### config.mk
export PLATFORM = sky130hd
export DESIGN_NAME = wolin_queue
export DESIGN_NICKNAME = d
export VERILOG_FILES = /design/src/rtl/wolin_pkg.sv /design/src/rtl/wolin_queue.sv
export SDC_FILE = /design/constraint.sdc
export NUM_CORES = 1
export LEC_CHECK = 0
export BUFFER_PORTS_ARGS = -buffer_cell sky130_fd_sc_hd__buf_2
export CAP_MARGIN = 10
export CORE_MARGIN = 1
export CORE_UTILIZATION = 35
export DETAILED_ROUTE_END_ITERATION = 10
export SYNTH_ARGS = -nofsm -noshare
export SYNTH_HDL_FRONTEND = slang
export SYNTH_SLANG_ARGS = --single-unit
### constraint.sdc
create_clock -name clk -period 4.7 [get_ports clk]
set_input_delay 0.235 -clock clk [delete_from_list [all_inputs] [get_ports clk]]
set_output_delay 0.235 -clock clk [all_outputs]
set_load 0.02 [all_outputs]
### src/rtl/wolin_pkg.sv
// Package with the shared constants and codes of the wavetable oscillator.
`default_nettype none
package wolin_pkg;

  // Default geometry of the oscillator.
  localparam int TABLE_SIZE_LOG2_DEF = 11;
  localparam int SAMPLE_BITS_DEF     = 16;
  localparam int FRACTION_BITS_DEF   = 16;

  // Log2 of the depth of the command queue between the front and back parts.
  localparam int QUEUE_DEPTH_LOG2 = 2;

  // Input item action codes.
  typedef enum logic [2:0] {
    ACT_TICK  = 3'd0,
    ACT_WRITE = 3'd1,
    ACT_STEP  = 3'd2,
    ACT_START = 3'd3,
    ACT_STOP  = 3'd4
  } action_t;

  // Commands handed from the front part to the back part.
  typedef enum logic [1:0] {
    CMD_TICK_RUN  = 2'd0,
    CMD_TICK_IDLE = 2'd1,
    CMD_WRITE     = 2'd2
  } cmd_kind_t;

  localparam int CMD_KIND_BITS = 2;

endpackage
`default_nettype wire

### src/rtl/wolin_queue.sv
// Short first-in first-out queue of commands between the front and back parts.
`default_nettype none
module wolin_queue #(
  parameter int WIDTH = 8
) (
  input  wire logic             clk,
  input  wire logic             rst_n,
  input  wire logic             push,
  input  wire logic [WIDTH-1:0] wdata,
  output logic                  full,
  input  wire logic             pop,
  output logic [WIDTH-1:0]      rdata,
  output logic                  empty
);
  import wolin_pkg::*;

  localparam int DEPTH = 1 << QUEUE_DEPTH_LOG2;

  logic [WIDTH-1:0]            slot_r [DEPTH];
  logic [QUEUE_DEPTH_LOG2-1:0] wr_ptr_r, wr_ptr_nxt;
  logic [QUEUE_DEPTH_LOG2-1:0] rd_ptr_r, rd_ptr_nxt;
  logic [QUEUE_DEPTH_LOG2:0]   count_r, count_nxt;
  logic                        do_push, do_pop;

  assign full    = (count_r == (QUEUE_DEPTH_LOG2 + 1)'(DEPTH));
  assign empty   = (count_r == '0);
  assign do_push = push && !full;
  assign do_pop  = pop && !empty;
  assign rdata   = slot_r[rd_ptr_r];

  // Pointer and fill count updates.
  always_comb begin
    wr_ptr_nxt = do_push ? wr_ptr_r + 1'b1 : wr_ptr_r;
    rd_ptr_nxt = do_pop ? rd_ptr_r + 1'b1 : rd_ptr_r;
    count_nxt  = count_r;
    if (do_push && !do_pop) begin
      count_nxt = count_r + 1'b1;
    end else if (do_pop && !do_push) begin
      count_nxt = count_r - 1'b1;
    end
  end

  always_ff @(posedge clk) begin
    if (!rst_n) begin
      wr_ptr_r <= '0;
      rd_ptr_r <= '0;
      count_r  <= '0;
    end else begin
      wr_ptr_r <= wr_ptr_nxt;
      rd_ptr_r <= rd_ptr_nxt;
      count_r  <= count_nxt;
    end
  end

  // Slot storage carries no reset.
  always_ff @(posedge clk) begin
    if (do_push) begin
      slot_r[wr_ptr_r] <= wdata;
    end
  end

endmodule
`default_nettype wire

# Yosys cells after proc, flatten, opt, wreduce, memory -nomap -nowiden

Memory sizes are Yosys's and may differ from the RTL's. A register that Yosys moved wholly into a read port is not among the register bits.
Index checks and enable logic that the tools add are counted.

Bits in latches: 0
Memory bits (read-only): 0
Logic and storage cells: 25
Memories kept: 1
Input port bits: 12
RAM bits: 32
Output and inout bits: 10
Register bits: 7

Divide/modulo/power cells: 0
Multiplexer cells: 6
Bitwise operators: 0
Shift operators: 0
$add $sub $neg: 4
$lt $le $gt $ge: 0
Reduce and logical (&&, ||, !) cells: 10
$mul: 0
Equal/unequal tests: 1

Memories:

| name   | depth | bits a word | rd ports | clocked after memory_dff | wr ports | RTL line          | RTL |
|---|---|---|---|---|---|---|---|
| slot_r | 4     | 8           | 1        | 1                        | 1        | wolin_queue.sv:19 | `logic [WIDTH-1:0] slot_r [DEPTH];` |

Operator list:

| operator                                                           | count |
|---|---|
| 3-bit 2-to-1 mux                                                   | 2 |
| 2-bit by 1-bit adder with 2-bit output, second input constant      | 2 |
| 1-bit logical AND                                                  | 4 |
| 1-bit zero test                                                    | 4 |
| 2-bit 2-to-1 mux                                                   | 2 |
| 3-bit by 1-bit adder with 3-bit output, second input constant      | 1 |
| 3-bit == test, second input constant                               | 1 |
| 3-bit zero test                                                    | 1 |
| 3-bit by 1-bit subtractor with 3-bit output, second input constant | 1 |
| 1-bit 2-to-1 mux                                                   | 2 |
| 2-bit nonzero test                                                 | 1 |

# Longest topological paths before layout

Gate-level depths: netlist of run 1.

Word-level depth: 7
Mapped depth: 9
Gate-level depth less buffers: 8

# Worst setup path before layout of run 1

OpenSTA, ideal clock, no wires.

Kind: reg-to-reg
From: register count_r[0]
To: register count_r[2]
Required time: 4.630 ns
Cell stages (with the launch flop): 10
Setup slack: 2.630 ns
Clock period less this slack: 2.070 ns
Data arrival time: 2.000 ns
Path buffers: 1
Path through: dfxtp_1 > nor3b_2 > nor2b_1 > buf_6 > ha_1 > inv_1 > fa_1 > xor2_1 > or3_1 > a21boi_1

Word-level cells in the longest chain between the ends: 6
Elaborated cells on any way between the ends: 15
Those cells by class: add/sub: 2; eq/ne: 1; mux: 2; reduce/logical: 10

Ends and longest elaborated chain:

| what                         | RTL line          | RTL |
|---|---|---|
| start, declared              | wolin_queue.sv:22 | `logic [QUEUE_DEPTH_LOG2:0] count_r, count_nxt;` |
| start signal, assigned       | wolin_queue.sv:51 | `count_r <= count_nxt;` |
| 3-bit == test (*)            | wolin_queue.sv:25 | `assign full = (count_r == (QUEUE_DEPTH_LOG2 + 1)'(DEPTH));` |
| named net full               | wolin_queue.sv:10 | `output logic full,` |
| 1-bit zero test (*)          | wolin_queue.sv:27 | `assign do_push = push && !full;` |
| 1-bit logical AND (*)        | wolin_queue.sv:27 |  |
| named net do_push            | wolin_queue.sv:23 | `logic do_push, do_pop;` |
| 1-bit zero test              | wolin_queue.sv:38 | `end else if (do_pop && !do_push) begin` |
| 1-bit logical AND            | wolin_queue.sv:38 |  |
| 2-bit nonzero test (no line) | --                |  |

The timed path passes the listed nets; every way through them passes the cells marked *. The select of a mux whose other input is x is not followed.
A chain may end at the register's enable or synchronous reset.

# Worst setup path after layout of run 1

From: register count_r[0]
To: register count_r[2]

Word-level cells in the longest chain between the ends: 6
Elaborated cells on any way between the ends: 15
Those cells by class: add/sub: 2; eq/ne: 1; mux: 2; reduce/logical: 10

Ends and longest elaborated chain:

| what |
|---|
| branches (longest 6 deep; another with 3-bit by 1-bit subtractor with 3-bit output) |

Parallel ways; which one is timed is not known. The select of a mux whose other input is x is not followed.

==> metrics.cfg, run 1 <==
[outcome]
status = completed

[synth]
synth_nets = 108
synth.avg_cell_area_um2 = 18.21
synth_cells = 90
synth.distinct_cells = 23
yosysSeqAreaShare = 0.6962
yosysWarnings = 0
synth_top_cell_by_area = edfxtp_1
yosys_register_bits = 41
syn-cell-area_mm2 = 0.001639
synth_top_area_share = 0.5863
synth.area.top_cells = edfxtp_1 59%, dfxtp_1 11%, mux4_2 11%

[run]
drv_cap = 0

[cts]
clkLatencyLatePin_ns = 0.29
cts_setup_buffers = 0
cts_tree = done
htree_levels = 2
cts-root-buf = clkbuf_8
cts_hold_buffers = 0
numCtsBuffers = 5
cts_sinks = 41
post_cts_resized = 0
path_clk_slew_ns = 0.07
cts_buffer_depth = 2

[final_layout]
synthToLayoutAreaGrowth_pct = 16.26
final.fill_count = 400
drive_gt1_frac = 0.3391
final_util = 0.4317
fin_nets = 132
antenna_cells = 0

[worst_hold_path]
min_from = wdata[5]
holdCritPathClass = in -> reg
worstHoldPathCells = 1
hold-path-endpoint = slot_r[1][5]$_DFFE_PP_

[setup_path]
cp_cell_sequence = nor3b_2, nor2b_1, ha_1, inv_1, fa_1, xor2_1, or3_1, a21boi_1
crit_fanout = 7
rr_endpoint = count_r[2]$_SDFFE_PN0P_
r2r-start = count_r[0]$_SDFFE_PN0P_
reg2reg_setup_slack_ns = 2.30
rr_worst_depth = 8
worst_path_max_delay_cell = dfxtp_1
path_class = reg -> reg
crit_required_ns = 4.92
crit_arrival_ns = 2.63
cp-start-kind = flip-flop
end_kind = flip-flop
cp_slowest_stage_delay_ns = 0.50

[place]
dp_hpwl_um = 1867
numPortBuffers = 21
dp_worst_setup_slack_ns = 2.292
gp_congestion = 0.7470

[sta]
period_needed_ns = 2.405
worstMarginPinSlew_ns = 0.5605
hold_viol = 0
relSlewSlack = 0.6258
setup_slack_ns = 2.295
timing.setup.tns_ns = 0
fmax_mhz = 415.9
slew_viol_final = 0
rsz0062_at_grt = false
min_period_over_period = 0.5116
finClkSkew_ns = 0.007097
setup-violations-final = 0

[drt]
vias = 812
drtIter0Drc = 39
first_pass_iters = 4
drc = 0
ant_nets = 0
wl_per_cell_um = 15.93
routed_via_density = 4.862
wl_um = 2661

[global_routing]
grt_overflow = 0
grt_pass1_vias = 907
grt_start_max_net_pins = 14
grt_pass1_wl_um = 4409
groute.usage.overall = 0.1216
antenna_found_initial = 0

[floorplan]
ios = 22
die_h_um = 70.43
die_area_mm2 = 0.004960
die_w_um = 70.43
rows = 24
initial_core_util = 0.3713
coreArea_mm2 = 0.004414

[pwr]
p_leak_uw = 0.0006830
powerDensity_mw_per_mm2 = 560.0
ir_drop_mv = 0.2517

[Yosys cell counts]
master / instances
edfxtp_1: 32
dfxtp_1: 9
and2_1: 8
mux4_2: 8
ha_1: 5
nand2_1: 4
inv_1: 3
mux2i_1: 3
xnor2_1: 3
nor2b_1: 2
a21boi_1: 1
buf_1: 1
buf_2: 1
buf_6: 1
clkbuf_1: 1
fa_1: 1
nor3_1: 1
nor3b_2: 1
o21ai_0: 1
o311ai_1: 1
o31ai_2: 1
or3_1: 1
xor2_1: 1
[worst max path at each step]
stage	startpoint	to	slack, ns	depth (start not counted)
after floorplan	count_r[0]$_SDFFE_PN0P_	count_r[2]$_SDFFE_PN0P_	2.63	9
after detailed placement	count_r[0]$_SDFFE_PN0P_	count_r[2]$_SDFFE_PN0P_	2.29	8
after CTS	count_r[0]$_SDFFE_PN0P_	count_r[2]$_SDFFE_PN0P_	2.29	8
after global routing	count_r[0]$_SDFFE_PN0P_	count_r[2]$_SDFFE_PN0P_	2.12	8
final	count_r[0]$_SDFFE_PN0P_	count_r[2]$_SDFFE_PN0P_	2.30	8
after global placement	count_r[0]$_SDFFE_PN0P_	count_r[2]$_SDFFE_PN0P_	2.47	8
[layout make-up]
cell class	count	area [µm²]	share of cell area
Tap cell	52	65.06	0.03414
Clock inverter	2	37.54	0.01970
Timing Repair Buffer	21	105.1	0.05515
Inverter	3	11.26	0.005909
Multi-Input combinational cell	42	462.9	0.2429
Sequential cell	41	1141	0.5988
Clock buffer	6	82.58	0.04334
[registers in the layout (all words and copies together), names as in the netlist, named ones only]
register,cells
count_r,3
rd_ptr_r,2
slot_r,32
wr_ptr_r,2
[cells in the final DEF, fill, tap and decap left out, types with 2 or more instances in the layout]
cell,instances
mux2i_1,3
inv_1,3
dfxtp_1,9
clkbuf_8,6
xnor2_1,3
edfxtp_1,32
mux4_2,8
nor2b_1,2
ha_1,5
and2_1,8
buf_2,21
nand2_1,4
[logic make-up after synthesis]
kind of cell	after synthesis	synth area share
DFF	41	0.6962
and+or+nand+nor	17	0.06183
muxes	11	0.1282
buffers and inverters	7	0.02137
adders and majority gates	6	0.05038
AOI/OAI and AO/OA	4	0.02061
xor gates and xnor gates	4	0.02138
[critical path: cells and delay by family, from the launching register on]
family	cells	cell delay, ns
fa+ha+maj	2	0.66
simple gates	3	0.80
compound gates	1	0.15
buf+inv	1	0.07
flops	1	0.50
xor+xnor	1	0.16
[report_power, final]
group	switching, µW	internal (µW)
sequential	55.0	446
clock	119	173
combinational	140	134
total	314	753
[per-layer routing]
layer  track usage  share of wire
met5             0              0
met4       0.04889         0.0068
met3       0.06061          0.061
met2        0.1926           0.50
met1        0.1396           0.43
[per-stage QoR]
| step | instance area (µm²) | power [µW] | instances | hold WS [ns] |
|---|---|---|---|---|
| floorplan | 1639 | 707.9 | 90 | 0.3339 |
| detailed placement | 1785 | 791.7 | 159 | 0.4527 |
| finish | 1906 | 1067 | 167 | 0.1571 |
| global placement | 1785 | 776.1 | 159 | 0.4513 |
| global route | 1906 | 1124 | 167 | 0.1488 |
| CTS | 1906 | 1083 | 167 | 0.1481 |
Note: power is estimated with default switching activity, not from simulation.
==> run 2, diff against run 1 <==
ABC_AREA = 1   (was default)
clock period = 2.29 ns   (was 4.7 ns; I/O delays follow)
==> run 2 against run 1 <==
Against the previous run: sequential share of layout area decreased by 1.7 points; the run now ends with DRC left; synthesized cell count increased by 62%; wire length grew 18%; maximum frequency rose by 25%; via count increased by 38%; non-clock buffer count is 5 higher; total power up 99%; core utilization increased by 0.36 points; first-iteration DRC count fell by 10%; critical path depth up 5; count of clock-buffer cells in the layout grew 2.
==> metrics.cfg, run 2 <==
[final_layout]
final_common_cell = edfxtp_1  ; unchanged
multi_input_area_um2 = 454.2  ; was 462.9 µm²
final.fill_count = 424  ; was 400
ff_latch_area_mm2 = 0.001141  ; unchanged
antenna_cells = 0  ; unchanged
drive_gt1_frac = 0.2135  ; was 0.3391
synthToLayoutAreaGrowth_pct = 16.33  ; was 16.26%
reg_top3 = slot_r (32), count_r (3)  ; unchanged
mostFrequentLayoutCells = 32 x edfxtp_1, 30 x nor2_1, 21 x buf_2, 17 x inv_1  ; was 32 x edfxtp_1, 21 x buf_2, 9 x dfxtp_1, 8 x mux4_2, 8 x and2_1
regMostFlops = slot_r  ; unchanged
fin_nets = 195  ; was 132
largest_register_ff_count = 32  ; unchanged

[setup_path]
end_kind = flip-flop  ; unchanged
crit_fanout = 5  ; was 7
worst_path_max_delay_cell = dfxtp_1  ; unchanged
crit_arrival_ns = 2.11  ; was 2.63 ns
path_class = reg -> reg  ; unchanged
cp-start-kind = flip-flop  ; unchanged
crit_required_ns = 2.48  ; was 4.92 ns
crit_top_cell = nand2_1
cp_cell_sequence = nor2_1, nand2_1, nand2_2, inv_1, ha_1, inv_1, fa_1, inv_1, nand2_1, nand3_1, nand2_1, nand2_1, nor2_1  ; was nor3b_2, nor2b_1, ha_1, inv_1, fa_1, xor2_1, or3_1, a21boi_1
cp_slowest_stage_delay_ns = 0.40  ; was 0.50 ns

[cts]
post_cts_resized = 0  ; unchanged
cts_sinks = 41  ; unchanged
htree_levels = 2  ; unchanged
cts_tree = done  ; unchanged
numCtsBuffers = 5  ; unchanged
path_clk_slew_ns = 0.07  ; about the same
cts-root-buf = clkbuf_8  ; unchanged
clkLatencyLatePin_ns = 0.28  ; was 0.29 ns
cts_buffer_depth = 2  ; unchanged
cts_setup_buffers = 0  ; unchanged
cts_hold_buffers = 0  ; unchanged

[pwr]
internal_power_uw = 1390  ; was 752.9 µW
clkPwrFrac = 0.218  ; was 0.274
ir_drop_mv = 0.4840  ; was 0.2517 mV
switching_share = 0.3459  ; was 0.2945
powerDensity_mw_per_mm2 = 1084  ; was 560.0 mW/mm²
combPwrFrac = 0.320  ; was 0.257
p_leak_uw = 0.0007832  ; was 0.0006830 µW
seqPwrFrac = 0.463  ; was 0.469
p_switching_uw = 735.1  ; was 314.2 µW

[run]
drv_cap = 0  ; unchanged

[synth]
synth_edf_count = 32  ; unchanged
synth.distinct_cells = 18  ; was 23
synth_ff_type = edfxtp_1  ; unchanged
syn-cell-area_mm2 = 0.001685  ; was 0.001639 mm²
netlist_top_cells_count = 32 x edfxtp_1, 30 x nor2_1, 17 x inv_1  ; was 32 x edfxtp_1, 9 x dfxtp_1, 8 x and2_1, 8 x mux4_2, 5 x ha_1
yosysSeqAreaShare = 0.6771  ; was 0.6962
synth_cells = 146  ; was 90
synth_top_area_share = 0.5702  ; was 0.5863
yosysMostFrequentCell = edfxtp_1  ; unchanged
yosys_register_bits = 41  ; unchanged
ys_async_sr_fraction = 0  ; unchanged
synth_nets = 164  ; was 108
synth.avg_cell_area_um2 = 11.54  ; was 18.21 µm²
synth_top_cell_by_area = edfxtp_1  ; unchanged
synth.area.top_cells = edfxtp_1 57%, dfxtp_1 11%, nor2_1 6.7%  ; was edfxtp_1 59%, dfxtp_1 11%, mux4_2 11%
yosysWarnings = 0  ; unchanged

[sta]
relSlewSlack = 0.7327  ; was 0.6258
timing.setup.tns_ns = 0  ; unchanged
setup_slack_ns = 0.3654  ; was 2.295 ns
hold_viol = 0  ; unchanged
finClkSkew_ns = 0.002993  ; was 0.007097 ns
fmax_mhz = 519.6  ; was 415.9 MHz
rsz0062_at_grt = false  ; unchanged
slew_viol_final = 0  ; unchanged
setup-violations-final = 0  ; unchanged
worstMarginPinSlew_ns = 0.4004  ; was 0.5605 ns
min_period_over_period = 0.8404  ; was 0.5116
period_needed_ns = 1.925  ; was 2.405 ns

[floorplan]
initial_core_util = 0.3742  ; was 0.3713
die_area_mm2 = 0.005097  ; was 0.004960 mm²
die_h_um = 71.39  ; was 70.43 µm
rows = 24  ; unchanged
die_w_um = 71.39  ; was 70.43 µm
coreArea_mm2 = 0.004504  ; was 0.004414 mm²
ios = 22  ; unchanged

[place]
numPortBuffers = 21  ; unchanged
dp_worst_setup_slack_ns = 0.3961  ; was 2.292 ns
gp_congestion = 0.6915  ; was 0.7470
dp_hpwl_um = 2191  ; was 1867 µm

[global_routing]
grt_overflow = 0  ; unchanged
groute.usage.overall = 0.1364  ; was 0.1216
grt_start_max_net_pins = 17  ; was 14
grt_pass1_wl_um = 5043  ; was 4409 µm
antenna_found_initial = 0  ; unchanged
grt_pass1_vias = 1149  ; was 907

[drt]
drc = 1  ; was 0
routed_via_density = 4.874  ; was 4.862
wl_per_cell_um = 13.65  ; was 15.93 µm
drtIter0Drc = 35  ; was 39
wl_um = 3139  ; was 2661 µm
vias = 1121  ; was 812
ant_nets = 0  ; unchanged
first_pass_iters = 7  ; was 4

[outcome]
violations = DRC
status = complete, but fails checks  ; was completed

[worst_hold_path]
holdCritPathClass = in -> reg  ; unchanged

run 2: kinds of logic after synthesis:
| kind of cell | count (synthesis) | synth area share |
|---|---|---|
| flops | 41 | 0.6771 |
| simple gates | 50 | 0.1195 |
| compound gates | 28 | 0.09577 |
| xor+xnor | 1 | 0.005198 |
| buf+inv | 20 | 0.05345 |
| fa+ha+maj | 6 | 0.04900 |
run 2: per-stage QoR:
stage | cells | cell area, µm² | hold slack, ns | utilization | power, µW
after floorplan | 146 | 1685 | 0.2134 | - | 1469
after global placement | 222 | 1871 | 0.3224 | 0.4153 | 1644
after detailed placement | 222 | 1871 | 0.3338 | 0.4153 | 1687
after CTS | 230 | 1961 | 0.03340 | 0.4353 | 2153
after global routing | 230 | 1961 | 0.03740 | 0.4353 | 2270
final | 230 | 1961 | 0.04206 | 0.4353 | 2125
run 2: final cells by class:
| class | count | share of cell area |
|---|---|---|
| flip-flops and latches | 41 | 0.5820 |
| multi-input cells | 85 | 0.2317 |
| repair buffers | 26 | 0.07275 |
| clock buffers | 8 | 0.04595 |
| inverters | 18 | 0.03446 |
| well taps | 52 | 0.03318 |
run 2: power by group through the flow:
stage / clock network (µW) / registers [µW] / logic, µW
2_1_floorplan: 0 / 980 / 489
3_3_place_gp: 0 / 992 / 652
3_5_place_dp: 0 / 1000 / 688
4_1_cts: 482 / 983 / 689
5_1_grt: 516 / 992 / 762
6_report: 463 / 983 / 679
run 2: worst paths after layout:
path / from / to / slack, ns / cells after the start
max: count_r[0]$_SDFFE_PN0P_ / count_r[2]$_SDFFE_PN0P_ / 0.37 / 13
min reg2reg: rd_ptr_r[0]$_SDFFE_PN0P_ / rd_ptr_r[0]$_SDFFE_PN0P_ / 0.52 / 2
min: wdata[7] / slot_r[0][7]$_DFFE_PP_ / 0.04 / 1
max reg2reg: count_r[0]$_SDFFE_PN0P_ / count_r[2]$_SDFFE_PN0P_ / 0.37 / 13
run 2: routing by layer:
layer,track usage,up-vias,part of all wire
met4,0.06000,0,0.017
li1,-,556,-
met5,0,-,0
met2,0.2582,23,0.53
met1,0.1344,534,0.39
met3,0.04501,8,0.061
run 2: worst max-delay path: cells and delay by family, from the launching register on:
kind / cells / cell delay (ns)
flops: 1 / 0.40
simple gates: 8 / 0.61
buf+inv: 3 / 0.25
fa+ha+maj: 2 / 0.57
