**config.mk**
```make
export PLATFORM = sky130hd
export DESIGN_NAME = wolin_front
export DESIGN_NICKNAME = d
export VERILOG_FILES = /design/src/rtl/wolin_pkg.sv /design/src/rtl/wolin_front.sv
export SDC_FILE = /design/constraint.sdc
export NUM_CORES = 1
export LEC_CHECK = 0
export BUFFER_PORTS_ARGS = -buffer_cell sky130_fd_sc_hd__buf_2
export CORE_AREA = 2 2 92 94
export DETAILED_ROUTE_END_ITERATION = 10
export DIE_AREA = 0 0 94 96
export GPL_TIMING_DRIVEN = 0
export PLACE_DENSITY = 0.75
export SETUP_SLACK_MARGIN = 0.1
export SYNTH_ARGS = -nofsm -noshare
export SYNTH_HDL_FRONTEND = slang
export SYNTH_SLANG_ARGS = --single-unit
export TNS_END_PERCENT = 20
```
**constraint.sdc**
```tcl
create_clock -name clk -period 3.4 [get_ports clk]
set_input_delay 1.02 -clock clk [delete_from_list [all_inputs] [get_ports clk]]
set_output_delay 1.02 -clock clk [all_outputs]
set_load 0.01 [all_outputs]
```
**src/rtl/wolin_pkg.sv**
```systemverilog
// Package with the shared constants and codes of the wavetable oscillator.
`default_nettype none
package wolin_pkg;

  // Default geometry of the oscillator.
  localparam int TABLE_SIZE_LOG2_DEF = 11;
  localparam int SAMPLE_BITS_DEF     = 16;
  localparam int FRACTION_BITS_DEF   = 16;

  // Log2 of the depth of the command queue between the front and back parts.
  localparam int QUEUE_DEPTH_LOG2 = 2;

  // Input item action codes.
  typedef enum logic [2:0] {
    ACT_TICK  = 3'd0,
    ACT_WRITE = 3'd1,
    ACT_STEP  = 3'd2,
    ACT_START = 3'd3,
    ACT_STOP  = 3'd4
  } action_t;

  // Commands handed from the front part to the back part.
  typedef enum logic [1:0] {
    CMD_TICK_RUN  = 2'd0,
    CMD_TICK_IDLE = 2'd1,
    CMD_WRITE     = 2'd2
  } cmd_kind_t;

  localparam int CMD_KIND_BITS = 2;

endpackage
`default_nettype wire

```
**src/rtl/wolin_front.sv**
```systemverilog
// Front part: accepts items, keeps phase, step and run state, issues commands.
`default_nettype none
module wolin_front #(
  parameter int TABLE_SIZE_LOG2 = wolin_pkg::TABLE_SIZE_LOG2_DEF,
  parameter int SAMPLE_BITS     = wolin_pkg::SAMPLE_BITS_DEF,
  parameter int FRACTION_BITS   = wolin_pkg::FRACTION_BITS_DEF
) (
  input  wire logic                                      clk,
  input  wire logic                                      rst_n,
  input  wire logic                                      accept,
  input  wire logic [2:0]                                action,
  input  wire logic [TABLE_SIZE_LOG2-1:0]                table_address,
  input  wire logic signed [SAMPLE_BITS-1:0]             table_value,
  input  wire logic [TABLE_SIZE_LOG2+FRACTION_BITS-1:0]  phase_step,
  output logic                                           cmd_valid,
  output wolin_pkg::cmd_kind_t                           cmd_kind,
  output logic [TABLE_SIZE_LOG2-1:0]                     cmd_addr,
  output logic [SAMPLE_BITS-1:0]                         cmd_value,
  output logic [FRACTION_BITS-1:0]                       cmd_frac
);
  import wolin_pkg::*;

  localparam int PHASE_BITS = TABLE_SIZE_LOG2 + FRACTION_BITS;

  logic [PHASE_BITS-1:0] phase_r, phase_nxt;
  logic [PHASE_BITS-1:0] step_r, step_nxt;
  logic                  running_r, running_nxt;

  // Classify the item and update the oscillator state.
  always_comb begin
    phase_nxt   = phase_r;
    step_nxt    = step_r;
    running_nxt = running_r;
    cmd_valid   = 1'b0;
    cmd_kind    = CMD_TICK_IDLE;
    cmd_addr    = phase_r[PHASE_BITS-1:FRACTION_BITS];
    cmd_value   = table_value;
    cmd_frac    = phase_r[FRACTION_BITS-1:0];
    if (accept) begin
      unique case (action)
        ACT_TICK: begin
          cmd_valid = 1'b1;
          if (running_r) begin
            cmd_kind  = CMD_TICK_RUN;
            phase_nxt = phase_r + step_r;
          end
        end
        ACT_WRITE: begin
          cmd_valid = 1'b1;
          cmd_kind  = CMD_WRITE;
          cmd_addr  = table_address;
        end
        ACT_STEP: begin
          step_nxt = phase_step;
        end
        ACT_START: begin
          running_nxt = 1'b1;
        end
        ACT_STOP: begin
          running_nxt = 1'b0;
          phase_nxt   = '0;
        end
        default: begin
          // Unused codes are dropped.
        end
      endcase
    end
  end

  always_ff @(posedge clk) begin
    if (!rst_n) begin
      phase_r   <= '0;
      step_r    <= '0;
      running_r <= 1'b0;
    end else begin
      phase_r   <= phase_nxt;
      step_r    <= step_nxt;
      running_r <= running_nxt;
    end
  end

endmodule
`default_nettype wire

```
=== After elaboration in Yosys (flattened, before gate mapping) ===
Index checks and enable logic that the tools add are counted.

* Flip-flop bits (word level): 55
* Bits in latches: 0
* Bits in writable memories: 0
* ROM bits: 0
* Bits of input ports: 60
* Output and inout bits: 46
* Memories kept: 0

* Add/sub/neg operators: 1
* Multiply operators: 0
* Divide/modulo/power cells: 0
* Order comparisons: 0
* Equal/unequal tests: 5
* Shift-type cells: 0
* Muxes and demuxes: 10
* Bitwise logic cells: 0
* Reduce and logical (&&, ||, !) cells: 7

{| class="wikitable"
|+ Operators with widths
! kind !! count
|-
| $pmux 27 s2 || 1
|-
| $add 27x27->27 || 1
|-
| $mux 27 || 1
|-
| $mux 11 || 2
|-
| $eq 3x2->1 const B || 2
|-
| $pmux 2 s2 || 1
|-
| $reduce_and 2->1 || 2
|-
| $reduce_bool 2->1 || 2
|-
| $eq 3x1->1 const B || 1
|-
| $eq 3x3->1 const B || 1
|-
| $logic_not 3->1 || 1
|-
| $mux 1 || 3
|-
| $reduce_and 3->1 || 1
|-
| $mux 2 || 1
|-
| $ne 2x2->1 const B || 1
|-
| $pmux 1 s2 || 1
|-
| $reduce_or 2->1 || 1
|}

=== Logic depth before layout (Yosys ltp) ===
Gate-level depths: netlist of run 1.

* Depth after elaboration: 4
* Mapped depth: 9
* Gate-level depth less buffers: 9

=== Worst setup path after synthesis of run 1 ===
Ideal clock, no wire load.

* Kind: in2out
* Start: in action[1]
* End: out cmd_addr[3]
* Arrival time: 2,370 ps
* Path slack: 10 ps
* Stages: 4
* Cells stage by stage: nor3b_2 -> and2_0 -> clkbuf_1 -> mux2_2

* Word-level cells in the longest chain between the ends: 3

{| class="wikitable"
|+ RTL lines
! what !! line !! text
|-
| start, declared || wolin_front.sv:11 || <nowiki>input wire logic [2:0] action,</nowiki>
|-
| $eq 3x1->1 || wolin_front.sv:40 || <nowiki>unique case (action)</nowiki>
|-
| $mux 11 || wolin_front.sv:40 ||
|-
| $mux 11 || wolin_front.sv:39 || <nowiki>if (accept) begin</nowiki>
|-
| end, declared || wolin_front.sv:17 || <nowiki>output logic [TABLE_SIZE_LOG2-1:0] cmd_addr,</nowiki>
|}

No other way between the ends.

=== Final worst setup path of run 1 ===
* Start: in action[2]
* End: out cmd_addr[4]

The elaborated chain is that of the path after synthesis.

==> flow_metrics.env, run 1 <==
export IMPL_crit_arrival_ns=2.21
export IMPL_yosysMostFrequentCell="nand2_1"
export IMPL_fin_crit_sh=0.949
export IMPL_critPathMaxFanout=10
export IMPL_power_total_mw=1.31
export IMPL_reg2regPathDepth=9
export IMPL_final_antenna_net_count=0
export IMPL_cp_slowest_cell="mux2_2"
export IMPL_drv_cap=0
export IMPL_vias=3759
export IMPL_critPathLaunchType="input pin"
export IMPL_dp_cells=683
export IMPL_final_layout_size_suffix_gt1_frac=0.276
export IMPL_status="finished clean"
export IMPL_synth_edff_count=0
export IMPL_reg2reg_to="phase_r[24]"
export IMPL_setup_viol=0
export IMPL_comb_power_share=0.100
export IMPL_syn_area_per_cell_um2=8.03
export IMPL_stdcell_area_mm2=0.00466
export IMPL_r2r_setup_slack_ns=0.61
export IMPL_grt_start_max_net_pins=17
export IMPL_tightest_slew_ns=0.893
export IMPL_seqPwrFrac=0.502
export IMPL_grt_pass1_vias=3444
export IMPL_setup_tns_ns=0
export IMPL_yosysWarnings=0
export IMPL_finalHoldViolCount=0
export IMPL_fin_util=0.579
export IMPL_cp_end_kind="primary output"
export IMPL_htree_levels=2
export IMPL_vdd_drop_max_mv=0.147
export IMPL_die_h_um=96
export IMPL_grt_overflow_total=0
export IMPL_drv_slew=0
export IMPL_synth_seq_cells=55
export IMPL_r2r_start="phase_r[0]"
export IMPL_clockRootBuffer="clkbuf_8"
export IMPL_p_int_mw=1.01
export IMPL_yosys_top_cells_area="dfxtp_1, nand2_1, ha_1"
export IMPL_synth_top_area_cell="dfxtp_1"
export IMPL_grt_pass1_wl_mm=16.3
export IMPL_drt_iter0_drc=200
export IMPL_synth_seq_area_share=0.280
export IMPL_cp_startpoint="action[2]"
export IMPL_cts_buffer_depth=2
export IMPL_rows=33
export IMPL_clk_pin_slew_ns=0.10
export IMPL_layout_cells_non_filler=692
export IMPL_crit_end="cmd_addr[4]"
export IMPL_synthArstFlopShare=0
export IMPL_whs_ns=0.459
export IMPL_nets=673
export IMPL_syn_inst=489
export IMPL_hp_class="reg2reg"
export IMPL_dp_slack_ns=-0.307
export IMPL_portBuffers=89
export IMPL_first_pass_iters=4
export IMPL_num_antenna_cells=0
export IMPL_clockPowerShare=0.398
export IMPL_core_area_mm2=0.00805
export IMPL_drc=0
export IMPL_totalWireLength_mm=10.0
export IMPL_cts_sinks=55
export IMPL_fin_crit_ns=3.23
export IMPL_dpl_cell_area_mm2=0.00450
export IMPL_cts_buffers=5
export IMPL_p_sw_frac=0.226
export IMPL_yosys_most_used_dff="dfxtp_1"
export IMPL_finalWorstSetupSlack_ns=0.173
export IMPL_synth_area_mm2=0.00393
export IMPL_powerDensity_mw_per_mm2=281
export IMPL_netlist_top_cells_count="nand2_1, dfxtp_1, a21oi_1, buf_4, o21ai_0"
export IMPL_p_leak_nw=2.06
export IMPL_grt_usage=0.225
export IMPL_cts_tree="done"
export IMPL_gp_congestion=0.921
export IMPL_cts_hold_buf=0
export IMPL_io_pins=106
export IMPL_hpwlAfterDp_mm=7.77
export IMPL_viasPerCell=5.43
export IMPL_p_switching_uw=295
export IMPL_skew_ns=0.0119
export IMPL_start_util=0.488
export IMPL_slowest_delay_ns=0.33
export IMPL_crit_top_cell="buf_2"
export IMPL_slew_headroom=0.402
export IMPL_path_cells="buf_2 > nor3b_4 > and2_4 > buf_6 > mux2_2 > buf_2"
export IMPL_required_ns=2.38
export IMPL_dieArea_mm2=0.00902
export IMPL_wire_per_inst_um=14.5
export IMPL_area_growth_pct=18.7
export IMPL_nFillCells=757
export IMPL_clk_latency_ns=0.32
export IMPL_crit_type="in2out"
export IMPL_rsz0062_at_grt="false"
export IMPL_syn_nets=576
export IMPL_die_x_um=94
export IMPL_clock_fmax_ghz=0.310
export IMPL_synth_top_area_frac=0.280
export IMPL_antenna_found_initial=0
export IMPL_synth_cell_type_count=60
-- worst max-delay path: cells and delay by family --
family | cells | cell delay (ns)
buffers and inverters | 3 | 0.42
multiplexers | 1 | 0.33
AND/OR/NAND/NOR | 2 | 0.44
-- cell type report --
class                      count  area (µm²)  area share
buffer                        54         363      0.0779
inverter                      13        48.8      0.0105
multi-input combinational    367        2430       0.521
tap                          105         131      0.0282
sequential                    55        1100       0.236
clock buffer                   6        72.6      0.0156
timing repair buffer          90         453      0.0972
clock inverter                 2        60.1      0.0129
-- registers in the layout, indices dropped and copies added, names as in the netlist --
name and count:
phase_r 27, step_r 27, running_r 1
-- per-layer routing --
metal | part of all wire | wire length, µm | GRT usage | up-vias
met5 | 0 | 0 | 0 | -
met3 | 0.037 | 366 | 0.0258 | 12
met2 | 0.48 | 4820 | 0.401 | 94
met1 | 0.47 | 4660 | 0.291 | 1754
li1 | - | - | - | 1899
met4 | 0.016 | 156 | 0.0580 | 0
-- cells by family after synthesis --
family,count (synthesis),synth area share
buffers and inverters,67,0.103
adders and majority gates,27,0.0880
DFF,55,0.280
muxes,10,0.0287
AOI/OAI and AO/OA,158,0.274
and+or+nand+nor,151,0.179
xor gates and xnor gates,21,0.0468
-- how the worst min path moves through the flow --
stage	start	end	slack, ns	cells past startpoint
after floorplan	phase_r[26]	phase_r[26]	0.42	1
after global placement	phase_r[26]	phase_r[26]	0.44	1
after detailed placement	phase_r[26]	phase_r[26]	0.44	1
after CTS	phase_r[26]	phase_r[26]	0.46	1
after global routing	phase_r[26]	phase_r[26]	0.48	1
final	phase_r[26]	phase_r[26]	0.46	1
-- repair_timing --
action                     in CTS  in global routing
resized for setup               4                  3
setup endpoints to repair      12                  9
pin swaps                       1                  1
setup buffers                   1                  0
gates cloned                    0                  0
-- power by group through the flow --
stage / clock [mW] / sequential, mW / combinational, mW
after floorplan: 0 / 0.670 / 0.0749
after global placement: 0 / 0.671 / 0.126
after detailed placement: 0 / 0.671 / 0.129
after CTS: 0.522 / 0.656 / 0.130
after global routing: 0.551 / 0.658 / 0.144
final: 0.520 / 0.656 / 0.131
-- cells in the final DEF, fill, tap and decap left out, types with 5 or more instances in the layout --
cell       n
clkbuf_1  15
buf_4     34
xor2_1    11
a21boi_0  28
ha_1      26
clkbuf_8   6
o31ai_1    5
buf_2     90
nand2_1   94
mux2_2    10
inv_1     13
dfxtp_1   55
a21oi_1   33
o211ai_1   8
a22oi_1    9
a21o_1     9
nor2b_1   12
nor2_1    15
xnor2_1   10
o21ai_0   33
No activity file was read; power rests on OpenSTA's default activity.
==> run 2, diff against run 1 <==
Settings changed: CTS_CLUSTER_SIZE from default to 14, PLACE_DENSITY 0.75 to 0.85.
==> flow_metrics.env, run 2 (synthesized netlist as in run 1, its figures left out) <==
export IMPL_path_cells="buf_2 > nor3b_4 > and2_4 > buf_4 > mux2_2 > buf_2"
export IMPL_totalWireLength_mm=9.75
export IMPL_fin_crit_ns=3.25
export IMPL_p_switching_uw=281
export IMPL_largestRegisters="phase_r x27, step_r x27, running_r x1"
export IMPL_seqPwrFrac=0.573
export IMPL_tightest_slew_ns=0.894
export IMPL_p_sw_frac=0.246
export IMPL_powerDensity_mw_per_mm2=248
export IMPL_num_antenna_cells=0
export IMPL_critPathMaxFanout=6
export IMPL_crit_type="in2out"
export IMPL_dp_cells=683
export IMPL_cp_top_family="simple AND/OR/NAND/NOR gates"
export IMPL_rows=33
export IMPL_grt_pass1_wl_mm=15.8
export IMPL_final_layout_size_suffix_gt1_frac=0.276
export IMPL_first_pass_iters=4
export IMPL_die_h_um=96
export IMPL_portBuffers=89
export IMPL_seq_area_mm2=0.00110
export IMPL_clockPowerShare=0.312
export IMPL_area_growth_pct=17.7
export IMPL_p_int_uw=864
export IMPL_r2r_setup_slack_ns=0.66
export IMPL_skew_ns=0.00743
export IMPL_gp_congestion=0.870
export IMPL_grt_usage=0.219
export IMPL_drc=0
export IMPL_required_ns=2.38
export IMPL_cts_buffer_depth=2
export IMPL_cts_buffers=5
export IMPL_clk_latency_ns=0.31
export IMPL_path_buf_inv=3
export IMPL_nFillCells=773
export IMPL_nets=674
export IMPL_slew_headroom=0.402
export IMPL_io_pins=106
export IMPL_mostFrequentLayoutCells="nand2_1, buf_2, dfxtp_1, buf_4"
export IMPL_clk_pin_slew_ns=0.10
export IMPL_slowest_delay_ns=0.34
export IMPL_start_util=0.488
export IMPL_vdd_drop_max_mv=0.151
export IMPL_wire_per_inst_um=14.1
export IMPL_grt_start_max_net_pins=16
export IMPL_grt_overflow_total=0
export IMPL_final_antenna_net_count=0
export IMPL_vias=3730
export IMPL_setup_viol=0
export IMPL_p_leak_nw=2.04
export IMPL_hp_class="reg2reg"
export IMPL_comb_power_share=0.115
export IMPL_multi_input_area_mm2=0.00243
export IMPL_core_area_mm2=0.00805
export IMPL_crit_arrival_ns=2.23
export IMPL_clockRootBuffer="clkbuf_8"
export IMPL_status="finished clean"
export IMPL_cp_slowest_cell="mux2_2"
export IMPL_die_x_um=94
export IMPL_cp_end_kind="primary output"
export IMPL_cts_tree="done"
export IMPL_hpwlAfterDp_mm=7.72
export IMPL_antenna_found_initial=0
export IMPL_finalHoldViolCount=0
export IMPL_grt_pass1_vias=3499
export IMPL_rsz0062_at_grt="false"
export IMPL_fin_crit_sh=0.957
export IMPL_cts_sinks=55
export IMPL_crit_top_cell="buf_2"
export IMPL_drv_slew=0
export IMPL_whs_ns=0.453
export IMPL_dieArea_mm2=0.00902
export IMPL_mostFrequentLayoutCell="nand2_1"
export IMPL_critPathLaunchType="input pin"
export IMPL_htree_levels=2
export IMPL_drv_cap=0
export IMPL_viasPerCell=5.38
export IMPL_layout_cells_non_filler=693
export IMPL_clock_fmax_ghz=0.307
export IMPL_drt_iter0_drc=153
-- run 2: cell types whose count changed in the layout (fill, tap and decap cells not counted), sizes merged --
| cell | change |
|---|---|
| buf | +1 |
| bufinv | -2 |
| clkbuf | +1 |
| clkinv | +1 |
-- run 2: power by group through the flow --
| stage | logic (mW) | clock network [mW] | registers, mW |
|---|---|---|---|
| finish | 0.131 | 0.358 | 0.656 |
| global route | 0.146 | 0.389 | 0.658 |
| CTS | 0.131 | 0.360 | 0.656 |
| detailed placement | 0.129 | 0 | 0.671 |
| global placement | 0.125 | 0 | 0.671 |
| floorplan | 0.0749 | 0 | 0.670 |
-- run 2: worst paths after layout --
check,from,end,cells after the start
worst max-delay path,action[2],cmd_addr[2],6
worst min-delay path,phase_r[26],phase_r[26],1
worst max register to register,phase_r[0],phase_r[24],9
worst min register to register,phase_r[26],phase_r[26],1
-- run 2: metal layers --
layer	share of wire	track usage	vias to the layer above
met5	0	0	-
met4	0.011	0.0592	0
met3	0.050	0.0298	8
met2	0.48	0.385	109
met1	0.46	0.282	1717
li1	-	-	1896
-- run 2: worst reg2reg max path, cell delays in order, from the launching register on --
cell      delay (ns)
dfxtp_1         0.34
ha_1            0.24
fa_1            0.41
a21oi_1         0.28
o211ai_1        0.20
a2111o_1        0.46
a21o_1          0.23
nor4b_1         0.28
a31oi_1         0.07
o211ai_1        0.17
-- run 2: layout make-up --
class / count / area share
Buffer: 54 / 0.0794
Clock buffer: 7 / 0.0165
Clock inverter: 1 / 0.00108
Inverter: 13 / 0.0106
Multi-Input combinational cell: 367 / 0.526
Sequential cell: 55 / 0.238
Tap cell: 105 / 0.0284
Timing Repair Buffer: 91 / 0.0997
-- run 2: metrics by stage --
stage	util	worst slack (ns)	TNS, ns	total power, mW	instance area [µm²]
floorplan	-	0.159	0	0.745	3930
finish	0.574	0.147	0	1.15	4620
detailed placement	0.559	-0.274	-1.95	0.800	4500
global placement	0.559	-0.229	-1.61	0.796	4500
CTS	0.573	0.159	0	1.15	4610
global route	0.574	0.107	0	1.19	4620
-- run 2: repair_timing --
item	CTS	global route
pin swaps	1	2
hold buffers	0	0
setup endpoints to repair	12	1
buffers inserted	1	1
resized for setup	6	1
gates cloned	0	0
==> run 3, diff against run 2 <==
Settings changed: MAX_ROUTING_LAYER from default to met4.
==> flow_metrics.env, run 3 (synthesized netlist as in run 1, its figures left out) <==
export IMPL_dieArea_mm2=0.00902
export IMPL_final_antenna_net_count=0
export IMPL_num_antenna_cells=0
export IMPL_rsz0062_at_grt="false"
export IMPL_area_growth_pct=17.7
export IMPL_p_int_uw=885
export IMPL_hpwlAfterDp_mm=7.67
export IMPL_mostFrequentLayoutCells="nand2_1, buf_2, dfxtp_1, buf_4"
export IMPL_cts_tree="done"
export IMPL_setup_tns_ns=0
export IMPL_start_util=0.488
export IMPL_mostFrequentLayoutCell="nand2_1"
export IMPL_routed_top_layer="met4"
export IMPL_hp_class="reg2reg"
export IMPL_nets=673
export IMPL_p_leak_nw=2.04
export IMPL_first_pass_iters=4
export IMPL_crit_arrival_ns=2.21
export IMPL_antenna_found_initial=0
export IMPL_grt_overflow_total=0
export IMPL_dp_cells=683
export IMPL_vias=3689
export IMPL_tightest_slew_ns=0.874
export IMPL_met1Wirelength_mm=4.43
export IMPL_drv_cap=0
export IMPL_grt_pass1_wl_mm=15.8
export IMPL_clk_latency_ns=0.31
export IMPL_slew_headroom=0.415
export IMPL_core_area_mm2=0.00805
export IMPL_drc=0
export IMPL_status="finished clean"
export IMPL_gp_congestion=0.891
export IMPL_setup_viol=0
export IMPL_vdd_drop_max_mv=0.154
export IMPL_met3_length_um=556
export IMPL_rows=33
export IMPL_largestRegisters="phase_r x27, step_r x27, running_r x1"
export IMPL_clockRootBuffer="clkbuf_8"
export IMPL_seqPwrFrac=0.558
export IMPL_p_sw_frac=0.247
export IMPL_cts_buffers=5
export IMPL_cp_end_kind="primary output"
export IMPL_drt_iter0_drc=197
export IMPL_drv_slew=0
export IMPL_powerDensity_mw_per_mm2=254
export IMPL_skew_ns=0.0107
export IMPL_cts_buffer_depth=2
export IMPL_clk_pin_slew_ns=0.10
export IMPL_met2WireLength_mm=4.65
export IMPL_grt_start_max_net_pins=17
export IMPL_die_h_um=96
export IMPL_comb_power_share=0.111
export IMPL_portBuffers=89
export IMPL_clockPowerShare=0.330
export IMPL_critPathLaunchType="input pin"
export IMPL_die_x_um=94
export IMPL_clock_fmax_ghz=0.309
export IMPL_p_switching_uw=290
export IMPL_finalHoldViolCount=0
export IMPL_htree_levels=2
export IMPL_final_layout_size_suffix_gt1_frac=0.276
export IMPL_nFillCells=769
export IMPL_grt_pass1_vias=3486
export IMPL_whs_ns=0.465
export IMPL_cts_sinks=55
export IMPL_power_total_mw=1.17
export IMPL_layout_cells_non_filler=692
export IMPL_io_pins=106
export IMPL_totalWireLength_mm=9.71
export IMPL_wire_per_inst_um=14.0
export IMPL_crit_type="in2out"
export IMPL_critPathMaxFanout=4
export IMPL_viasPerCell=5.33
export IMPL_fin_crit_sh=0.950
export IMPL_required_ns=2.38
export IMPL_fin_crit_ns=3.23
export IMPL_grt_usage=0.224
run 3: cell types whose count changed in the layout (fill, tap and decap cells not counted):
cell,change
buf_4,-1
buf_6,+1
buf_8,-1
clkbuf_1,-1
clkbuf_8,+1
clkinv_2,-1
clkinv_4,+1
run 3: what timing repair did:
| action | 4_1_cts | 5_1_grt |
|---|---|---|
| gates cloned | 0 | 0 |
| gates resized for setup | 5 | 2 |
| setup buffers | 1 | 0 |
| setup endpoints to repair | 12 | 7 |
| pin swaps | 1 | 0 |
| hold buffers | 0 | 0 |
run 3: cell type report:
class | count | area (µm²) | area share
multi-input combinational | 367 | 2430 | 0.526
sequential | 55 | 1100 | 0.238
timing repair buffer | 90 | 453 | 0.0980
buffer | 54 | 363 | 0.0785
tap | 105 | 131 | 0.0284
clock buffer | 7 | 86.3 | 0.0187
inverter | 13 | 48.8 | 0.0106
clock inverter | 1 | 8.76 | 0.00189
run 3: stage by stage:
stage | setup WS [ns] | util | cell area (µm²)
after global placement | -0.228 | 0.559 | 4500
after floorplan | 0.159 | - | 3930
after CTS | 0.116 | 0.574 | 4620
after detailed placement | -0.306 | 0.559 | 4500
final | 0.168 | 0.574 | 4620
after global routing | 0.128 | 0.574 | 4620
run 3: path summary, 6_finish.rpt:
kind | end | slack, ns | startpoint | depth (start not counted)
worst min-delay path | phase_r[26] | 0.47 | phase_r[26] | 1
worst max-delay path | cmd_addr[2] | 0.17 | action[1] | 6
worst max register to register | phase_r[24] | 0.57 | phase_r[0] | 9
worst min register to register | phase_r[26] | 0.47 | phase_r[26] | 1
run 3: metal layers:
layer,vias to the layer above,global-route usage
met4,0,0.0519
met2,111,0.382
met5,-,-
met1,1672,0.284
li1,1900,-
met3,6,0.0290
run 3: worst max-delay path, stage by stage:
cell and delay, ns:
buf_2 0.13, nor3b_4 0.24, and2_4 0.20, buf_4 0.14
mux2_2 0.34, buf_2 0.14
run 3: power groups by stage:
| stage | registers, mW | logic, mW | clock network, mW |
|---|---|---|---|
| floorplan | 0.670 | 0.0749 | 0 |
| global placement | 0.671 | 0.125 | 0 |
| detailed placement | 0.671 | 0.129 | 0 |
| CTS | 0.656 | 0.132 | 0.398 |
| global route | 0.658 | 0.146 | 0.425 |
| finish | 0.656 | 0.131 | 0.388 |
